`src/design/gha_removal_queue.sv`:
```
// Pending removal store: handles kept in arrival order, registered read.
module gha_removal_queue #(
    parameter int ID_BITS     = 10,
    parameter int GEN_BITS    = 16,
    parameter int QUEUE_DEPTH = 32,
    localparam int QA_W       = (QUEUE_DEPTH > 1) ? $clog2(QUEUE_DEPTH) : 1
) (
    input  logic                clk,
    input  logic                wr_en,
    input  logic [QA_W-1:0]     wr_addr,
    input  logic [ID_BITS-1:0]  wr_id,
    input  logic [GEN_BITS-1:0] wr_gen,
    input  logic                rd_en,
    input  logic [QA_W-1:0]     rd_addr,
    output logic [ID_BITS-1:0]  rd_id,
    output logic [GEN_BITS-1:0] rd_gen
);
    localparam int ENTRY_W = ID_BITS + GEN_BITS;

    logic [ENTRY_W-1:0] mem [QUEUE_DEPTH];
    logic [ENTRY_W-1:0] rd_reg;

    always_ff @(posedge clk)
    begin
        if (wr_en)
        begin
            mem[wr_addr] <= {wr_id, wr_gen};
        end
        if (rd_en)
        begin
            rd_reg <= mem[rd_addr];
        end
    end

    assign rd_id  = rd_reg[ENTRY_W-1:GEN_BITS];
    assign rd_gen = rd_reg[GEN_BITS-1:0];
endmodule

```
`config.mk`:
```
export PLATFORM = sky130hd
export DESIGN_NAME = gha_removal_queue
export DESIGN_NICKNAME = d
export VERILOG_FILES = /design/src/design/gha_removal_queue.sv
export SDC_FILE = /design/constraint.sdc
export NUM_CORES = 1
export LEC_CHECK = 0
export BUFFER_PORTS_ARGS = -buffer_cell sky130_fd_sc_hd__buf_2
export CAP_MARGIN = 40
export CORE_MARGIN = 4
export CORE_UTILIZATION = 56
export DETAILED_ROUTE_END_ITERATION = 10
export PLACE_DENSITY = 0.8
export SLEW_MARGIN = 20
export SYNTH_ARGS = -nofsm -noshare
export SYNTH_HDL_FRONTEND = slang
export SYNTH_SLANG_ARGS = --single-unit
```
`constraint.sdc`:
```
create_clock -name clk -period 2.4 [get_ports clk]
set_input_delay 0.12 -clock clk [delete_from_list [all_inputs] [get_ports clk]]
set_output_delay 0.12 -clock clk [all_outputs]
set_load 0.05 [all_outputs]
```
==> flow_summary_export.csv <==
group,metric,value,unit
timing,max_freq,616.0,MHz
global_route,grt_pass1_vias,18170,
cts,cts_buffers,78,
logic_synthesis,synth_top_cell_by_area,"edfxtp_1",
worst_setup_path,critical_path_peak_fanout,1,
die,coreArea,58910,um^2
die,die-area,63280,um^2
drt,wl,80150,um
worst_hold_path,min_to,"mem[10][3]",
worst_setup_path,cp.required,2690,ps
timing,tightest_slew,890.0,ps
worst_setup_path,timing.rr.end,"rd_reg[7]",
die,die_h,251.6,um
place,dp_slack,263.2,ps
logic_synthesis,syn_inst,1848,
power,power_frac_comb,0.057,
logic_synthesis,synth-seq-cells,858,
timing,setup_viol,0,
power,clkPwrFrac,0.392,
cts,root_buffer,"clkbuf_16",
worst_hold_path,worstHoldPathType,"input port to flip-flop",
cts,clk_latency,610,ps
power,power_switching,6.387,mW
worst_setup_path,start_kind,"flip-flop",
cts,tritoncts,"built",
cts,cts_hold_buf,4,
timing,rsz0062_at_grt,"no",
timing,slew_headroom,0.4066,
cts,cts_resized,0,
timing,skew,26.89,ps
logic_synthesis,yosysSeqAreaShare,0.7755,
drt,drtPass1Iterations,7,
timing,slew_viol_final,0,
final_layout,nets,2021,
worst_hold_path,hold_depth,1,
timing,period_share,0.6764,
global_route,grt_max_degree,57,
logic_synthesis,syn_nets,1887,
drt,drt-initial-drc-count,2260,
worst_setup_path,critical_path_class,"flip-flop to flip-flop",
cts,cts-htree-levels,3,
cts,cts.sinks,858,
timing,hold_viol,0,
drt,dr_total_vias,17910,
logic_synthesis,avgSynthCellArea,17.98,um^2
global_route,grt_pass1_wl,117100,um
run_status,status,"complete, no violations",
power,power_density,806.9,nW/um^2
place,dp.cells,2671,
place,io_buffers,64,
logic_synthesis,ys_warn_count,0,
power,peakVddDrop,0.4713,mV
die,start_util,0.5640,
logic_synthesis,synth_top_area_frac,0.7755,
die,io_pins,65,
global_route,grt.overflow.total,0,
power,power_leakage,13.15,nW
cts,post_cts_buffers,0,
cts,clk_pin_slew_worst_paths,60,ps
global_route,antenna_found_initial,10,
timing,min_period,1623,ps
logic_synthesis,yosysMostFrequentCell,"edfxtp_1",
place,postPlaceCellArea,35320,um^2
final_layout,areaGrowthSynthToFinish,13.77,%
die,rows,89,
worst_hold_path,hold_start,"wr_gen[3]",
drt,wl_per_cell,28.52,um
power,power.share.sequential,0.551,
global_route,track_usage,0.2501,
place,gp_congestion,0.7934,
worst_setup_path,r2r_slack,780,ps
drt,postRouteAntennaNets,0,
drt,viasPerCell,6.374,
drt,drc,0,
logic_synthesis,synth_commonest_cells,"858 x edfxtp_1, 416 x mux2i_1, 80 x nand2_1, 80 x nand3_1",
cts,cts_max_path_buffers,3,
worst_setup_path,crit_arrival,1910,ps
final_layout,final_core_util,0.6416,
final_layout,final_cells,2810,
logic_synthesis,synth_cell_types,23,
flow_run,maxCapViolCount,0,
final_layout,largest_reg_flops,832,
power,p_int,24.11,mW
power,finalPower,30.50,mW
logic_synthesis,ys.flop_type,"edfxtp_1",
power,p_sw_frac,0.2094,
die,die_x,251.6,um
timing,whs,22.41,ps
final_layout,drive_above_1_share,0.1470,
final_layout,fin_area,37800,um^2
worst_setup_path,r2r_cells,5,
logic_synthesis,async_flop_share,0,
logic_synthesis,synth_edf_count,858,
logic_synthesis,synth.area.top_cells,"edfxtp_1 78%, mux2i_1 13%, a22oi_1 1.8%, a22o_1 1.4%, nand3_1 1.2%",
logic_synthesis,netlist_area,33220,um^2
timing,fin_setup_tns,0,ps
timing,final.setup.worst_slack,776.6,ps
worst_setup_path,reg2reg_from,"mem[7][7]",
place,place_hpwl,44380,um
worst_setup_path,end_kind,"flip-flop",
[cell families (layout without fill, tap and decap cells)]
group | after synthesis | in the layout | share of synthesized area
AO/OA/AOI/OAI | 234 | 234 | 0.04798
AND/OR/NAND/NOR | 235 | 235 | 0.03209
flip-flops | 858 | 858 | 0.7755
buffers and inverters | 105 | 291 | 0.01906
multiplexers | 416 | 416 | 0.1253
other | 0 | 3 | 0
[layout make-up]
cell class,instances,area (um^2)
sequential,858,25760
fill,3718,21110
multi-input combinational,885,7089
clock buffer,93,2051
timing repair buffer,159,1541
tap,773,967.2
clock inverter,39,374.1
antenna,3,7.507
[cell usage in the layout, fill, tap and decap left out, drive strengths merged]
cell / Yosys / routed
dlygate4sd3: 0 / 4
or3b: 3 / 3
a31oi: 26 / 26
clkinv: 0 / 29
a22o: 52 / 52
nor3: 26 / 26
edfxtp: 858 / 858
or3: 1 / 1
buf: 78 / 155
a21oi: 78 / 78
and2: 1 / 1
nand2: 80 / 80
nor2: 34 / 34
nand2b: 2 / 2
mux2i: 416 / 416
nand3b: 5 / 5
clkbuf: 27 / 93
inv: 0 / 3
bufinv: 0 / 7
diode: 0 / 3
or2: 1 / 1
a22oi: 78 / 78
nand3: 80 / 80
nor2b: 2 / 2
[power by group through the flow]
stage / Clock, mW / Combinational [mW] / Sequential, mW
2_1_floorplan: 0 / 0.868 / 17.2
3_3_place_gp: 0 / 1.66 / 17.1
3_5_place_dp: 0 / 1.72 / 17.1
4_1_cts: 12.0 / 1.73 / 16.8
5_1_grt: 12.7 / 1.84 / 16.8
6_report: 11.9 / 1.75 / 16.8
[routing by layer]
metal / track usage / routed length, um / up-vias
met5: 0 / 68 / -
met4: 0.08607 / 2436 / 12
met3: 0.05556 / 8976 / 163
met2: 0.4067 / 39180 / 1153
met1: 0.3401 / 29490 / 8985
li1: - / - / 7599
[critical path, stage by stage (launching register included)]
cell      delay (ps)
edfxtp_1         390
mux2i_1          160
a22o_1           170
nor3_1            60
a31oi_1          300
nand3_1          220
[worst max-delay path by stage]
stage,startpoint,to,slack [ps],cells past startpoint
2_1_floorplan,wr_addr[1],mem[12][0],110,3
3_3_place_gp,rd_addr[2],rd_reg[23],320,8
3_5_place_dp,rd_addr[0],rd_reg[14],260,8
4_1_cts,mem[7][7],rd_reg[7],800,5
5_1_grt,mem[7][7],rd_reg[7],750,5
6_report,mem[7][7],rd_reg[7],780,5
(Power assumes the default switching activity.)
